File: config.mk
export PLATFORM = sky130hd
export DESIGN_NAME = revolution_limited_motor_drive_unit
export DESIGN_NICKNAME = d
export VERILOG_FILES = /design/src/hw/rtl/rlmd_pkg.sv /design/src/hw/rtl/rlmd_div.sv /design/src/hw/rtl/revolution_limited_motor_drive_unit.sv
export SDC_FILE = /design/constraint.sdc
export NUM_CORES = 1
export LEC_CHECK = 0
export BUFFER_PORTS_ARGS = -buffer_cell sky130_fd_sc_hd__clkbuf_2
export CORE_MARGIN = 2
export CORE_UTILIZATION = 66
export CTS_CLUSTER_DIAMETER = 50
export DETAILED_ROUTE_END_ITERATION = 10
export PLACE_DENSITY = 0.95
export SLEW_MARGIN = 20
export SYNTH_ARGS = -nofsm -noshare
export SYNTH_HDL_FRONTEND = slang
export SYNTH_SLANG_ARGS = --single-unit
File: constraint.sdc
create_clock -name clock -period 14.43 [get_ports clock]
set_input_delay 0.7215 -clock clock [delete_from_list [all_inputs] [get_ports clock]]
set_output_delay 0.7215 -clock clock [all_outputs]
set_load 0.01 [all_outputs]
File: src/hw/rtl/rlmd_pkg.sv
// ----------------------------------------------------------------------------
// Revolution-limited motor drive: shared types and constants
// Request/response payloads, command codes, register map and the divider
// handshake used between the top level and the speed scaler.
// ----------------------------------------------------------------------------
package rlmd_pkg;

   // Fixed field widths of the request and response items
   localparam int OUT_MOTORS  = 4;
   localparam int OUT_IDX_W   = 2;
   localparam int SPEED_W     = 8;
   localparam int DUTY_W      = 8;
   localparam int REVS_W      = 8;
   localparam int ENC_FIELD_W = 16;
   localparam int CFG_W       = 16;
   localparam int CSR_INDEX_W = 3;

   // Register map: indexes below OUT_MOTORS are the per-motor divisors
   localparam logic [CSR_INDEX_W-1:0] CSR_DIVISOR_END      = 3'd4;
   localparam logic [CSR_INDEX_W-1:0] CSR_COUNTS_PER_ROUND = 3'd4;

   localparam logic [CFG_W-1:0]  DIVISOR_RESET = 16'd256;
   localparam logic [CFG_W-1:0]  CPR_RESET     = 16'd1024;
   localparam logic [DUTY_W-1:0] DUTY_MAX      = 8'd255;

   // Quotient bits produced by the scaler, one per step
   localparam int DIV_STEPS   = DUTY_W;
   localparam int DIV_STEP_W  = $clog2(DIV_STEPS);

   typedef enum logic [1:0] {
      CMD_RUN   = 2'd0,
      CMD_STOP  = 2'd1,
      CMD_CHECK = 2'd2
   } cmd_type;

   typedef struct packed {
      logic [1:0]             command;
      logic [1:0]             motor_index;
      logic [SPEED_W-1:0]     speed;
      logic                   forward;
      logic [REVS_W-1:0]      revolutions;
      logic [ENC_FIELD_W-1:0] encoder_m0;
      logic [ENC_FIELD_W-1:0] encoder_m1;
      logic [ENC_FIELD_W-1:0] encoder_m2;
      logic [ENC_FIELD_W-1:0] encoder_m3;
   } req_type;

   typedef struct packed {
      logic [DUTY_W-1:0]     fwd_duty_m0;
      logic [DUTY_W-1:0]     rev_duty_m0;
      logic [DUTY_W-1:0]     fwd_duty_m1;
      logic [DUTY_W-1:0]     rev_duty_m1;
      logic [DUTY_W-1:0]     fwd_duty_m2;
      logic [DUTY_W-1:0]     rev_duty_m2;
      logic [DUTY_W-1:0]     fwd_duty_m3;
      logic [DUTY_W-1:0]     rev_duty_m3;
      logic [OUT_MOTORS-1:0] reached_mask;
      logic [OUT_MOTORS-1:0] tracking_mask;
   } rsp_type;

   // Scaler handshake
   typedef struct packed {
      logic               start;
      logic [SPEED_W-1:0] speed;
      logic [CFG_W-1:0]   divisor;
   } div_req_type;

   typedef struct packed {
      logic              done;
      logic [DUTY_W-1:0] quotient;
   } div_rsp_type;

endpackage

File: src/hw/rtl/rlmd_div.sv
// ----------------------------------------------------------------------------
// Speed scaler
// Saturating floor(speed * 256 / divisor), one restoring-division step per
// cycle. Saturates to 255 (also for a zero divisor) without the division steps.
// ----------------------------------------------------------------------------
module rlmd_div
   import rlmd_pkg::*;
(
   input  logic        clock,
   input  logic        reset,
   input  div_req_type div_req,
   output div_rsp_type div_rsp
);

   logic                  busy_ff;
   logic                  done_ff;
   logic [DIV_STEP_W-1:0] step_ff;
   logic [CFG_W-1:0]      rem_ff;
   logic [CFG_W-1:0]      div_ff;
   logic [DUTY_W-1:0]     quo_ff;

   logic [CFG_W:0]        shift_in;
   logic                  bit_in;
   logic [CFG_W-1:0]      rem_in;

   // One shift / compare / subtract step
   always_comb begin
      shift_in = {rem_ff, 1'b0};
      bit_in   = (shift_in >= {1'b0, div_ff});
      rem_in   = bit_in ? CFG_W'(shift_in - {1'b0, div_ff}) : CFG_W'(shift_in);
   end

   // Sequencer: quotient reaches 256 exactly when speed >= divisor
   always_ff @(posedge clock) begin
      if (reset) begin
         busy_ff <= 1'b0;
         done_ff <= 1'b0;
         step_ff <= '0;
      end else begin
         if (div_req.start) begin
            div_ff  <= div_req.divisor;
            step_ff <= '0;
            if ({{(CFG_W-SPEED_W){1'b0}}, div_req.speed} >= div_req.divisor) begin
               quo_ff  <= DUTY_MAX;
               done_ff <= 1'b1;
            end else begin
               rem_ff  <= {{(CFG_W-SPEED_W){1'b0}}, div_req.speed};
               quo_ff  <= '0;
               busy_ff <= 1'b1;
               done_ff <= 1'b0;
            end
         end else if (busy_ff) begin
            rem_ff  <= rem_in;
            quo_ff  <= {quo_ff[DUTY_W-2:0], bit_in};
            step_ff <= step_ff + 1'b1;
            // last step ends the division
            busy_ff <= (step_ff != DIV_STEP_W'(DIV_STEPS - 1));
            done_ff <= (step_ff == DIV_STEP_W'(DIV_STEPS - 1));
         end else begin
            done_ff <= 1'b0;
         end
      end
   end

   assign div_rsp.done     = done_ff;
   assign div_rsp.quotient = quo_ff;

endmodule

File: src/hw/rtl/revolution_limited_motor_drive_unit.sv
// ----------------------------------------------------------------------------
// Revolution-limited motor drive
// Four H-bridge duty pairs with per-motor revolution limits on encoder counts.
// ----------------------------------------------------------------------------
// After accept: a run waits for the scaler (no division steps when the speed
//   saturates), a stop acts directly and a check walks every motor in turn.
// One request at a time, taken the cycle after the response is loaded into the
//   output register; the 8-step scaler, the check and receiver stalls set the pace.
// Reset (synchronous): all duties, tracking and targets zero, divisors 256,
//   counts per revolution 1024, no response pending.
module revolution_limited_motor_drive_unit
   import rlmd_pkg::*;
#(
   parameter int MOTOR_COUNT  = 4,
   parameter int ENCODER_BITS = 16
) (
   input  logic                   clock,
   input  logic                   reset,
   input  logic                   req_valid,
   output logic                   req_ready,
   input  req_type                req_payload,
   output logic                   rsp_valid,
   input  logic                   rsp_ready,
   output rsp_type                rsp_payload,
   input  logic                   csr_valid,
   output logic                   csr_ready,
   input  logic [CSR_INDEX_W-1:0] csr_index,
   input  logic [CFG_W-1:0]       csr_data
);

   localparam int MIDX_W = (MOTOR_COUNT > 1) ? $clog2(MOTOR_COUNT) : 1;
   localparam int NEED_W = REVS_W + CFG_W;
   localparam int CMP_W  = (ENCODER_BITS > NEED_W) ? ENCODER_BITS : NEED_W;

   typedef enum logic [2:0] {
      S_IDLE,
      S_EXEC,
      S_DIV,
      S_CHECK,
      S_DONE
   } state_type;

   state_type                 state_ff;
   req_type                   req_ff;
   rsp_type                   rsp_ff;
   logic                      rsp_valid_ff;
   logic [CFG_W-1:0]          divisor_ff [OUT_MOTORS];
   logic [CFG_W-1:0]          cpr_ff;
   logic [DUTY_W-1:0]         fwd_duty_ff [MOTOR_COUNT];
   logic [DUTY_W-1:0]         rev_duty_ff [MOTOR_COUNT];
   logic [MOTOR_COUNT-1:0]    tracking_ff;
   logic [MOTOR_COUNT-1:0]    dir_fwd_ff;
   logic [ENCODER_BITS-1:0]   start_ff [MOTOR_COUNT];
   logic [REVS_W-1:0]         target_ff [MOTOR_COUNT];
   logic [MIDX_W-1:0]         chk_ff;
   logic [OUT_MOTORS-1:0]     reached_ff;

   logic [MIDX_W-1:0]         run_idx;
   logic                      idx_ok;
   logic [ENCODER_BITS-1:0]   chk_enc;
   logic [ENCODER_BITS-1:0]   distance;
   logic [NEED_W-1:0]         need;
   logic                      hit;
   logic                      rsp_load;
   div_req_type               div_req;
   div_rsp_type               div_rsp;
   rsp_type                   rsp_in;
   logic [DUTY_W-1:0]         fwd_pad [OUT_MOTORS];
   logic [DUTY_W-1:0]         rev_pad [OUT_MOTORS];
   logic [OUT_MOTORS-1:0]     trk_pad;

   // Encoder count of one motor; motors without an encoder field read zero
   function automatic logic [ENCODER_BITS-1:0] enc_pick(req_type r, logic [MIDX_W-1:0] m);
      logic [ENCODER_BITS-1:0] e;
      case (int'(m))
         0:       e = ENCODER_BITS'(r.encoder_m0);
         1:       e = ENCODER_BITS'(r.encoder_m1);
         2:       e = ENCODER_BITS'(r.encoder_m2);
         3:       e = ENCODER_BITS'(r.encoder_m3);
         default: e = '0;
      endcase
      return e;
   endfunction

   assign req_ready = (state_ff == S_IDLE);
   assign csr_ready = 1'b1;
   assign rsp_valid = rsp_valid_ff;
   assign rsp_payload = rsp_ff;

   assign run_idx = MIDX_W'(req_ff.motor_index);
   assign idx_ok  = (int'(req_ff.motor_index) < MOTOR_COUNT);

   // Shared distance / threshold compare for the motor under check
   always_comb begin
      chk_enc  = enc_pick(req_ff, chk_ff);
      distance = dir_fwd_ff[chk_ff] ? (chk_enc - start_ff[chk_ff])
                                    : (start_ff[chk_ff] - chk_enc);
      need     = NEED_W'(target_ff[chk_ff]) * NEED_W'(cpr_ff);
      hit      = (CMP_W'(distance) >= CMP_W'(need));
   end

   // Speed scaler
   assign div_req.start   = (state_ff == S_EXEC) && (req_ff.command == CMD_RUN) && idx_ok;
   assign div_req.speed   = req_ff.speed;
   assign div_req.divisor = divisor_ff[req_ff.motor_index];

   rlmd_div u_div (
      .clock   (clock),
      .reset   (reset),
      .div_req (div_req),
      .div_rsp (div_rsp)
   );

   // Map motor state onto the four response slots
   for (genvar g = 0; g < OUT_MOTORS; g++) begin : g_out
      if (g < MOTOR_COUNT) begin : g_on
         assign fwd_pad[g] = fwd_duty_ff[g];
         assign rev_pad[g] = rev_duty_ff[g];
         assign trk_pad[g] = tracking_ff[g];
      end else begin : g_off
         assign fwd_pad[g] = '0;
         assign rev_pad[g] = '0;
         assign trk_pad[g] = 1'b0;
      end
   end

   always_comb begin
      rsp_in.fwd_duty_m0   = fwd_pad[0];
      rsp_in.rev_duty_m0   = rev_pad[0];
      rsp_in.fwd_duty_m1   = fwd_pad[1];
      rsp_in.rev_duty_m1   = rev_pad[1];
      rsp_in.fwd_duty_m2   = fwd_pad[2];
      rsp_in.rev_duty_m2   = rev_pad[2];
      rsp_in.fwd_duty_m3   = fwd_pad[3];
      rsp_in.rev_duty_m3   = rev_pad[3];
      rsp_in.reached_mask  = reached_ff;
      rsp_in.tracking_mask = trk_pad;
   end

   assign rsp_load = (state_ff == S_DONE) && (!rsp_valid_ff || rsp_ready);

   // Configuration registers
   always_ff @(posedge clock) begin
      if (reset) begin
         for (int i = 0; i < OUT_MOTORS; i++) begin
            divisor_ff[i] <= DIVISOR_RESET;
         end
         cpr_ff <= CPR_RESET;
      end else if (csr_valid) begin
         if (csr_index < CSR_DIVISOR_END) begin
            divisor_ff[csr_index[OUT_IDX_W-1:0]] <= csr_data;
         end else if (csr_index == CSR_COUNTS_PER_ROUND) begin
            cpr_ff <= csr_data;
         end
      end
   end

   // Request and response payload registers
   always_ff @(posedge clock) begin
      if (req_valid && req_ready) begin
         req_ff <= req_payload;
      end
      if (rsp_load) begin
         rsp_ff <= rsp_in;
      end
   end

   // Sequencer and motor state
   always_ff @(posedge clock) begin
      if (reset) begin
         state_ff     <= S_IDLE;
         rsp_valid_ff <= 1'b0;
         tracking_ff  <= '0;
         dir_fwd_ff   <= '0;
         chk_ff       <= '0;
         reached_ff   <= '0;
         for (int i = 0; i < MOTOR_COUNT; i++) begin
            fwd_duty_ff[i] <= '0;
            rev_duty_ff[i] <= '0;
            start_ff[i]    <= '0;
            target_ff[i]   <= '0;
         end
      end else begin
         case (state_ff)
            S_IDLE: begin
               if (req_valid) begin
                  state_ff <= S_EXEC;
               end
            end
            S_EXEC: begin
               reached_ff <= '0;
               chk_ff     <= '0;
               case (cmd_type'(req_ff.command))
                  CMD_RUN: begin
                     state_ff <= idx_ok ? S_DIV : S_DONE;
                  end
                  CMD_STOP: begin
                     if (idx_ok) begin
                        fwd_duty_ff[run_idx] <= '0;
                        rev_duty_ff[run_idx] <= '0;
                        tracking_ff[run_idx] <= 1'b0;
                        dir_fwd_ff[run_idx]  <= 1'b0;
                        target_ff[run_idx]   <= '0;
                     end
                     state_ff <= S_DONE;
                  end
                  CMD_CHECK: begin
                     state_ff <= S_CHECK;
                  end
                  default: begin
                     state_ff <= S_DONE;
                  end
               endcase
            end
            S_DIV: begin
               // scaled value on the chosen leg; a nonzero revolution count replaces the old target
               if (div_rsp.done) begin
                  fwd_duty_ff[run_idx] <= req_ff.forward ? div_rsp.quotient : '0;
                  rev_duty_ff[run_idx] <= req_ff.forward ? '0 : div_rsp.quotient;
                  if (req_ff.revolutions != '0) begin
                     tracking_ff[run_idx] <= 1'b1;
                     dir_fwd_ff[run_idx]  <= req_ff.forward;
                     start_ff[run_idx]    <= enc_pick(req_ff, run_idx);
                     target_ff[run_idx]   <= req_ff.revolutions;
                  end
                  state_ff <= S_DONE;
               end
            end
            S_CHECK: begin
               // one motor per cycle
               if (tracking_ff[chk_ff] && hit) begin
                  fwd_duty_ff[chk_ff] <= '0;
                  rev_duty_ff[chk_ff] <= '0;
                  tracking_ff[chk_ff] <= 1'b0;
                  dir_fwd_ff[chk_ff]  <= 1'b0;
                  target_ff[chk_ff]   <= '0;
                  reached_ff <= reached_ff | ({{(OUT_MOTORS-1){1'b0}}, 1'b1} << chk_ff);
               end
               if (chk_ff == MIDX_W'(MOTOR_COUNT - 1)) begin
                  state_ff <= S_DONE;
               end else begin
                  chk_ff <= chk_ff + 1'b1;
               end
            end
            S_DONE: begin
               if (rsp_load) begin
                  state_ff <= S_IDLE;
               end
            end
            default: begin
               state_ff <= S_IDLE;
            end
         endcase

         // output register handshake
         if (rsp_load) begin
            rsp_valid_ff <= 1'b1;
         end else if (rsp_ready) begin
            rsp_valid_ff <= 1'b0;
         end
      end
   end

endmodule

# After elaboration in Yosys (flattened, before gate mapping)
# Memories as Yosys holds them, arrays and structs flattened. A register that Yosys moved wholly into a read port is not among the register bits.
# Index checks and enable logic that the tools add are counted.
# Widths: inputs -> output; s select.
[word_totals]
ramBits = 224
ff_bits = 172
input_bits = 109
memories = 5
out_inout_bits = 75
wordCells = 223
[memory_table]
columns = ["name", "words", "width", "rd", "rd_ports_with_merged_regs", "wr", "line", "rtl"]
rows = [
  ["divisor_ff", 4, 16, 1, 1, 4, "revolution_limited_motor_drive_unit.sv:47", "logic [CFG_W-1:0] divisor_ff [OUT_MOTORS];"],
  ["start_ff", 4, 16, 1, 1, 4, "revolution_limited_motor_drive_unit.sv:53", "logic [ENCODER_BITS-1:0] start_ff [MOTOR_COUNT];"],
  ["fwd_duty_ff", 4, 8, 4, 4, 4, "revolution_limited_motor_drive_unit.sv:49", "logic [DUTY_W-1:0] fwd_duty_ff [MOTOR_COUNT];"],
  ["rev_duty_ff", 4, 8, 4, 4, 4, "revolution_limited_motor_drive_unit.sv:50", "logic [DUTY_W-1:0] rev_duty_ff [MOTOR_COUNT];"],
  ["target_ff", 4, 8, 1, 1, 4, "revolution_limited_motor_drive_unit.sv:54", "logic [REVS_W-1:0] target_ff [MOTOR_COUNT];"],
]
[op_classes]
n_bitwise = 13
shifts = 1
n_reduce_logical = 34
mux = 108
addsub = 5
multipliers = 1
n_eq_ne = 24
n_lt_le_gt_ge = 8
[op_table]
columns = ["operator", "n"]
rows = [
  ["$mux 16", 11],
  ["$pmux 16 s4", 2],
  ["$mux 8", 14],
  ["$reduce_or 8->1", 6],
  ["$sub 16x16->16", 3],
  ["$mux 1", 43],
  ["$mux 4", 9],
  ["$reduce_or 16->1", 2],
  ["$mux 2", 14],
  ["$ge 16x24->1", 1],
  ["$mul 8x16->24", 1],
  ["$pmux 4 s3", 2],
  ["$ge 17x16->1", 1],
  ["$and 4x4->4", 4],
  ["$ge 8x16->1", 1],
  ["$pmux 3 s5", 1],
  ["$ne 2x2->1 const B", 7],
  ["$mux 3", 4],
  ["$eq 2x2->1 const B", 5],
  ["$eq 3x3->1 const B", 3],
  ["$not 4->4", 2],
  ["$or 4x4->4", 2],
  ["$pmux 4 s2", 1],
  ["$reduce_and 2->1", 4],
  ["other kinds (30)", 51],
]

# Longest topological paths before layout
# Gate-level depths: netlist of the first run.
[logic_depth]
word_depth = 12
mapped_depth = 33
ltp_nobuf = 29

# Modules after synthesis
# A second synthesis of the first run with hierarchy kept.
[hier_totals]
cells_unflattened = 2076
area_unflattened_um2 = 25469.4
[by_module_without_submodules]
columns = ["module", "seq_area_each_um2", "cells_per_inst", "n_inst", "area_per_inst_um2"]
rows = [
  ["revolution_limited_motor_drive_unit", 12201.7, 1787, 1, 22492.8],
  ["rlmd_div", 1301.2, 289, 1, 2976.6],
]

# Worst setup path before layout of the first run
# No wires, ideal clock.
[synth_timing]
kind = "reg2reg"
start = "reg (tool-made name)"
end = "mem fwd_duty_ff[3][0], enable pin"
arrival_time_ns = 8.185
stages_incl_launch_ff = 28
required_time_ns = 14.016
period_less_slack_ns = 8.599
path_buffers = 3
setup_ns = 0.414
slack_ns = 5.831
cell_sequence = "dfxtp_1 -> clkbuf_1 -> buf_1 -> mux4_2 -> clkbuf_1 -> and2_1 -> fa_1 -> fa_1 -> fa_1 -> inv_1 -> fa_1 -> inv_1 -> ha_1 -> a21oi_1 -> nand2_1 -> a211oi_1 -> nor3_1 -> xnor2_1 -> ha_1 -> a21o_1 -> a21oi_1 -> o2111ai_1 -> nand3_1 -> a2111oi_4 -> nand3_4 -> nor3_4 -> a221oi_1 -> a211oi_1"
[synth_lines]
columns = ["item", "line"]
rows = [
  ["end: declaration", "revolution_limited_motor_drive_unit.sv:49"],
]

==> metrics, run 1 <==
CTS tree=yes; Hold Path Stages=1; post-synthesis mux area share=0.06851; core area=between 30000 and 40000 sq um; Die ar.=40050 sq um; VDD IR max=approximately 0.00011 V; metal2 WL=31480 um; final worst-path cycle share=0.6070; GRT Overall Usage=0.3096; Synth Area in Simple Gates=0.1394; via count=roughly 17000; RD Place Congestion=just under 0.9; worst-path maximum fanout=17; Yosys top cell by area=edfxtp_1; Clock Pin Slew Worst Setup and Hold Paths=0.06 ns; adder-cell share of the synthesized area=0.1277; RSZ-0062 raised after global routing=no; fraction of registers with async set/reset=0; Final Instance Area=28440 sq um; Avg WL per Cell=21.98 um; most numerous cell in the Yosys netlist=edfxtp_1; status=complete, no violations; Worst Hold Class=in2reg; final hold violations=0; PostCTS Resize Cnt=0; top cells by area, synth=edfxtp_1 50%, fa_1 6.9%, and2_1 5.9%; number of synthesized register bits=464; min cycle time layout=8.759 ns; Fillers=roughly 2200; Starting Density=0.6724; Inst Count DP=2695; worst clock skew=0.04905 ns; Crit-path slowest cell=nand2_1; Pins Over Slew Limit=0; Synth cell types=75; Leakage Power=11.70 nW; Final ANT Viol Nets=0; final setup fails=0; # nets final=2553; Worst Path Arrival=about 8.9 ns; vias in the first global route=18090; Iter 0 DRT Violations=1806; mean post-synth cell area=12.31 sq um; synthesized area=between 20000 and 30000 sq um; Final Core Density=0.7533; Place WS=about 5.9 ns; share of layout cells above drive strength 1=0.1678; Die Span Y=around 200 um; CP cell instances=mux4_2, and2_1, fa_1, fa_1, fa_1, inv_1, fa_1, inv_1, ha_1, o21ai_0, a21oi_1, a21boi_1, xor2_1, ha_1, a21o_1, a21o_1, a21oi_1, o21ai_0, nand3_1, a2111oi_4, nand3_4, nor4b_2, a22oi_2, nand2_1; critical path capture point type=register; PD cells=112.6 nW/um^2; synth cell count leaders=421 x edfxtp_1, 240 x and2_1, 203 x inv_1; Total Wirelength=61340 um; Crit path largest cell delay=0.76 ns; first-pass GRT wire length=around 97000 um; initial antenna violation count=2; Cell Area, Placed=~27000 sq um; Req. time, crit path=between 10 and 15 ns; hold buffer count at CTS=0; Worst-Margin Slew=1.078 ns; IO buf count=182; DR pass1 iterations=6; Hold Startpoint=req_payload[67]; r2r setup slk=~5.7 ns; WL met1=21850 um; Max Used Layer=met5; Top FF cell, synth=edfxtp_1; reg2reg end=fwd_duty_ff[2][2]; H-Tree Depth=2; Post-synth EDFFs=421; Synth Area in XOR/XNOR=0.01483; sequential element share of the synthesized area=0.5319; CP Buf/Inv Count=2; Final Non-Filler Cells=2791; # clock sinks=around 460; Gate Count Post-Synth=2063; Post-Synthesis Net Count=2379; Top Ports=184; Worst setup SP type=register; post-layout worst setup margin=between 5 and 6 ns; largest net degree at the start of global routing=71; CP dominant cell by count=fa_1; Fin Setup TNS=0 ns; maxcap violations=0; Achievable Freq=around 110 MHz; GRT Residual Overflow=0; DR WL met3=5370 um; number of remaining DRC errors=0; Vias/cell=~6.3; Worst path top cell family by delay=adder cells; relative slew slack=0.2811; Reg2Reg Depth=24; critical path type=reg2reg; Final HPWL DP=40750 um; clock tree buffer depth=3; Row Count=71; root buffer cell=clkbuf_16; Synth Warn #=0; largest family of logic cells by synthesized area=simple AND/OR/NAND/NOR gates; Hold Path Sink=req_ff[67]; Area Overhead vs Synth=12.04%; CTS Buf Count=50; Skew-Pair Late Insertion Delay=between 0.6 and 0.7 ns; Die X=between 200 and 250 um; Synth top area share=0.4980; # Post-CTS Setup Buffers=0; post-synthesis compound-gate area fraction=0.07506
worst max path at each step:
stage,end,slack (ns),cells past startpoint
after floorplan,fwd_duty_ff[3][0],5.83,27
after global placement,fwd_duty_ff[1][7],6.26,24
after detailed placement,rev_duty_ff[2][2],5.93,24
after CTS,rev_duty_ff[2][2],5.84,24
after global routing,rev_duty_ff[2][2],5.22,24
final,fwd_duty_ff[2][2],5.67,24
placed cells by master (no fill, tap or decap), drive strengths merged, types with 17 or more instances in the layout:
cell type / n
nand2: 147
dfxtp: 43
mux4: 58
fa: 87
mux2i: 23
buf: 21
and3: 35
ha: 120
edfxtp: 421
a21o: 29
xnor2: 27
o21ai: 51
clkinv: 18
nor3: 28
clkbuf: 246
a22oi: 18
inv: 212
nor2: 127
nor2b: 17
and2: 240
a21oi: 94
mux2: 18
metrics by stage:
step	power [W]	hold WS, ns
6_report	0.003203	0.2907
5_1_grt	0.003296	0.2846
4_1_cts	0.003195	0.2809
3_5_place_dp	0.001965	0.4071
3_3_place_gp	0.001943	0.4033
2_1_floorplan	0.001848	0.4003
power by group:
part / internal [W] / switching (W) / leakage [nW]
sequential: 0.00154 / 0.0000446 / 4.45
clock: 0.000692 / 0.000551 / 0.780
combinational: 0.000153 / 0.000223 / 6.47
total: 0.00238 / 0.000819 / 11.7
routing by layer:
metal,vias up,global-route usage
li1,7623,-
met4,2,0.1423
met3,203,0.05402
met2,1128,0.5381
met5,-,0
met1,8523,0.3803
cell type report:
cell class | count | area [sq um] | area share
flip-flops and latches | 464 | 13500 | 0.4748
repair buffers | 203 | 1089 | 0.03827
clock inverters | 28 | 212.7 | 0.007478
diodes | 3 | 7.507 | 0.0002639
well taps | 511 | 639.4 | 0.02248
multi-input cells | 1314 | 10840 | 0.3810
inverters | 204 | 765.7 | 0.02692
clock buffers | 64 | 1388 | 0.04879
worst reg2reg max path, delay by kind of cell (launching register included):
family	cells	cell delay, ns
muxes	1	0.76
adders and majority gates	6	2.77
and+or+nand+nor	5	1.47
buffers and inverters	2	0.12
xor gates and xnor gates	1	0.26
AOI/OAI and AO/OA	9	2.26
DFF	1	0.66
sequential cells by signal (all words and copies together) (netlist names), 2 cells and up, named ones only:
signal / flops
chk_ff: 2
cpr_ff: 16
dir_fwd_ff: 4
div_req: 8
divisor_ff: 64
fwd_duty_ff: 32
reached_ff: 4
req_ff: 75
rev_duty_ff: 32
rsp_payload: 72
run_idx: 2
start_ff: 64
state_ff: 3
target_ff: 32
tracking_ff: 4
u_div.div_ff: 16
u_div.quo_ff: 8
u_div.rem_ff: 16
u_div.step_ff: 3
cells by family (layout without fill, tap and decap cells):
family / Yosys count / count (layout)
AOI/OAI and AO/OA: 291 / 291
xor gates and xnor gates: 43 / 43
adders and majority gates: 207 / 207
buffers and inverters: 285 / 499
DFF: 464 / 464
muxes: 99 / 99
other: 1 / 4
and+or+nand+nor: 673 / 673
(Power assumes the default switching activity.)
==> inputs of run 2 (changes only) <==
Settings changed: CORE_UTILIZATION 66 to 55, PLACE_DENSITY 0.95 to 0.87.
Clock period 14.43 ns to 7.25 ns, I/O delays scaled along.
==> run 2 against run 1 <==
  * The flow now finishes with violations (antenna violations)
  * Largest power group unchanged
  * Combinational power rose by 120%
  * Clock skew down 0.0062 ns
  * Core utilization decreased by 7.5 points
  * Cell count grew 9.4%
  * Highest routed layer is now met4
  * Fmax up 21%
  * Non-clock buffer count rose by 163
  * Largest cell class unchanged
  * Critical endpoint is now rev_duty_ff[3][6]
  * Total power up 110%
  * Hold slack worse by 0.27 ns
==> metrics, run 2 (synthesis gave the netlist of run 1 again) <==
Fin Setup TNS=0 ns (unchanged); Final Instance Area=30850 sq um (+8.5%); Psw=0.001680 W (+110%); Worst Path Arrival=7.52 ns (-1.37 ns); Logic pwr share=0.127 (+0.010); share of layout cells above drive strength 1=0.2321 (+0.06436); Die Span Y=218.8 um (+9.4%); final worst-path cycle share=0.9950 (+0.3880); VDD IR max=0.0002466 V (+110%); Hold Path Stages=1 (unchanged); Final Core Density=0.6783 (-0.07501); maxcap violations=0 (unchanged); Area Overhead vs Synth=21.52%; core area=45480 sq um (+20%); Crit-path slowest cell=mux4_2; Total Wirelength=66340 um (+8.2%); failing checks=antenna violations; Hold Startpoint=req_payload[69]; Crit path largest cell delay=0.58 ns (-0.18 ns); Req. time, crit path=7.56 ns (-7.01 ns); Top Ports=184 (unchanged); clock tree buffer depth=3 (unchanged); Final ANT Viol Nets=1 (+1); first-pass GRT wire length=100800 um (+3.4%); vias in the first global route=18917 (+4.6%); PD cells=215.6 nW/um^2 (+91%); commonest non-fill, non-tap cell in the layout=edfxtp_1; Crit. path cell count=31 (+29%); Achievable Freq=138.6 MHz (+21%); Starting Density=0.5582 (-0.1142); Largest Register=req_ff; Leakage Power=12.61 nW (+7.8%); number of remaining DRC errors=0 (unchanged); final setup fails=0 (unchanged); Cell Area, Placed=27320 sq um (+2.0%); Vias/cell=5.939 (-5.2%); Final HPWL DP=41130 um (+0.95%); Avg WL per Cell=21.73 um (-1.1%); CTS tree=yes; final hold violations=0 (unchanged); H-Tree Depth=2 (unchanged); GRT Overall Usage=0.2711 (-0.03853); RSZ-0062 raised after global routing=yes; Net Sw Frac=0.2525 (-0.003245); Final Non-Filler Cells=3053 (+9.4%); max FFs per register=75 (unchanged); Reg2Reg Depth=31 (+29%); Die ar.=47890 sq um (+20%); RD Place Congestion=0.9272 (+4.3%); Clock power frac=0.399 (+0.011); via count=18133 (+3.7%); IO buf count=182 (unchanged); initial antenna violation count=1 (-1); # clock sinks=464 (unchanged); Worst path top cell family by delay=adder cells; DR pass1 iterations=6 (unchanged); status=complete, but fails checks; CP Buf/Inv Count=9 (+7); Skew-Pair Late Insertion Delay=0.61 ns (about the same); min cycle time layout=7.214 ns (-1.545 ns); CTS Buf Count=50 (unchanged); root buffer cell=clkbuf_16; Flop pwr share=0.474 (-0.020); Clock Pin Slew Worst Setup and Hold Paths=0.06 ns (about the same); Worst setup SP type=register; GRT Residual Overflow=0 (unchanged); Die X=218.8 um (+9.4%); commonest cells after routing, fill and taps aside=421 x edfxtp_1, 221 x and2_1, 189 x inv_1, 182 x clkbuf_2, 138 x nand2_1; worst-path maximum fanout=16 (-1); worst clock skew=0.04282 ns (-0.006227 ns); Pins Over Slew Limit=0 (unchanged); Row Count=78 (+9.9%); relative slew slack=0.2336 (-0.04751); Worst-Margin Slew=1.143 ns (+0.06503 ns); # nets final=2721 (+6.6%); Iter 0 DRT Violations=1863 (+3.2%); Inst Count DP=2827 (+4.9%); Pint=0.004972 W (+110%); Worst Hold Class=in2reg; largest net degree at the start of global routing=72 (+1.4%); critical path type=reg2reg; critical path capture point type=register
[run 2: cell types whose count changed in the layout (fill, tap and decap cells not counted), moves of 8 or more]
cell           before  now
buf_6               0   11
inv_1             203  189
a21oi_1            94   85
o21ai_0            48   40
ha_1              120  106
inv_2               1   15
buf_4              20   78
and2_4              1   19
nand2_1           147  138
ha_4                0   12
dlygate4sd3_1       0   86
and2_1            239  221
[run 2: cell type report]
type                       instances  area, sq um
timing repair buffer             366         2674
tap                              600        750.7
fill                            2911        14630
multi-input combinational       1319        11390
inverter                         204        765.7
sequential                       464        13510
clock buffer                      65         1399
antenna                            6        15.01
clock inverter                    29        341.6
[run 2: timing repair]
item | CTS | global route
resized for setup | 47 | 80
buffers inserted | 20 | 13
hold buffers | 86 | 0
gates cloned | 5 | 2
pin swaps | 31 | 83
endpoints found under the setup margin | 161 | 180
hold endpoints to repair | 87 | 0
[run 2: stage by stage]
stage	total power [W]	hold WS [ns]	worst slack, ns
6_report	0.006652	0.01778	0.03644
5_1_grt	0.006844	-0.002011	-0.1734
4_1_cts	0.006600	0.001673	0.001521
3_5_place_dp	0.003927	0.4045	-0.3257
3_3_place_gp	0.003892	0.4034	-0.01997
2_1_floorplan	0.003680	0.4003	0.003584
[run 2: power groups by stage]
stage	clock network, W	logic (W)	registers, W
2_1_floorplan	0	0.000520	0.00316
3_3_place_gp	0	0.000702	0.00319
3_5_place_dp	0	0.000729	0.00320
4_1_cts	0.00265	0.000797	0.00315
5_1_grt	0.00276	0.000919	0.00316
6_report	0.00266	0.000843	0.00315
[run 2: routing by layer]
metal,vias to the layer above,share of wire,wire length [um],track usage
met3,269,0.077,5104,0.04394
li1,8007,-,-,-
met2,1020,0.52,34440,0.4884
met1,8837,0.35,23490,0.3206
met4,0,0.050,3306,0.1176
met5,-,0,0,0
[run 2: worst paths after layout]
check | end | slack (ns)
max reg2reg | rev_duty_ff[3][6] | 0.04
max | rev_duty_ff[3][6] | 0.04
min reg2reg | rsp_payload[25] | 0.41
min | req_ff[69] | 0.02
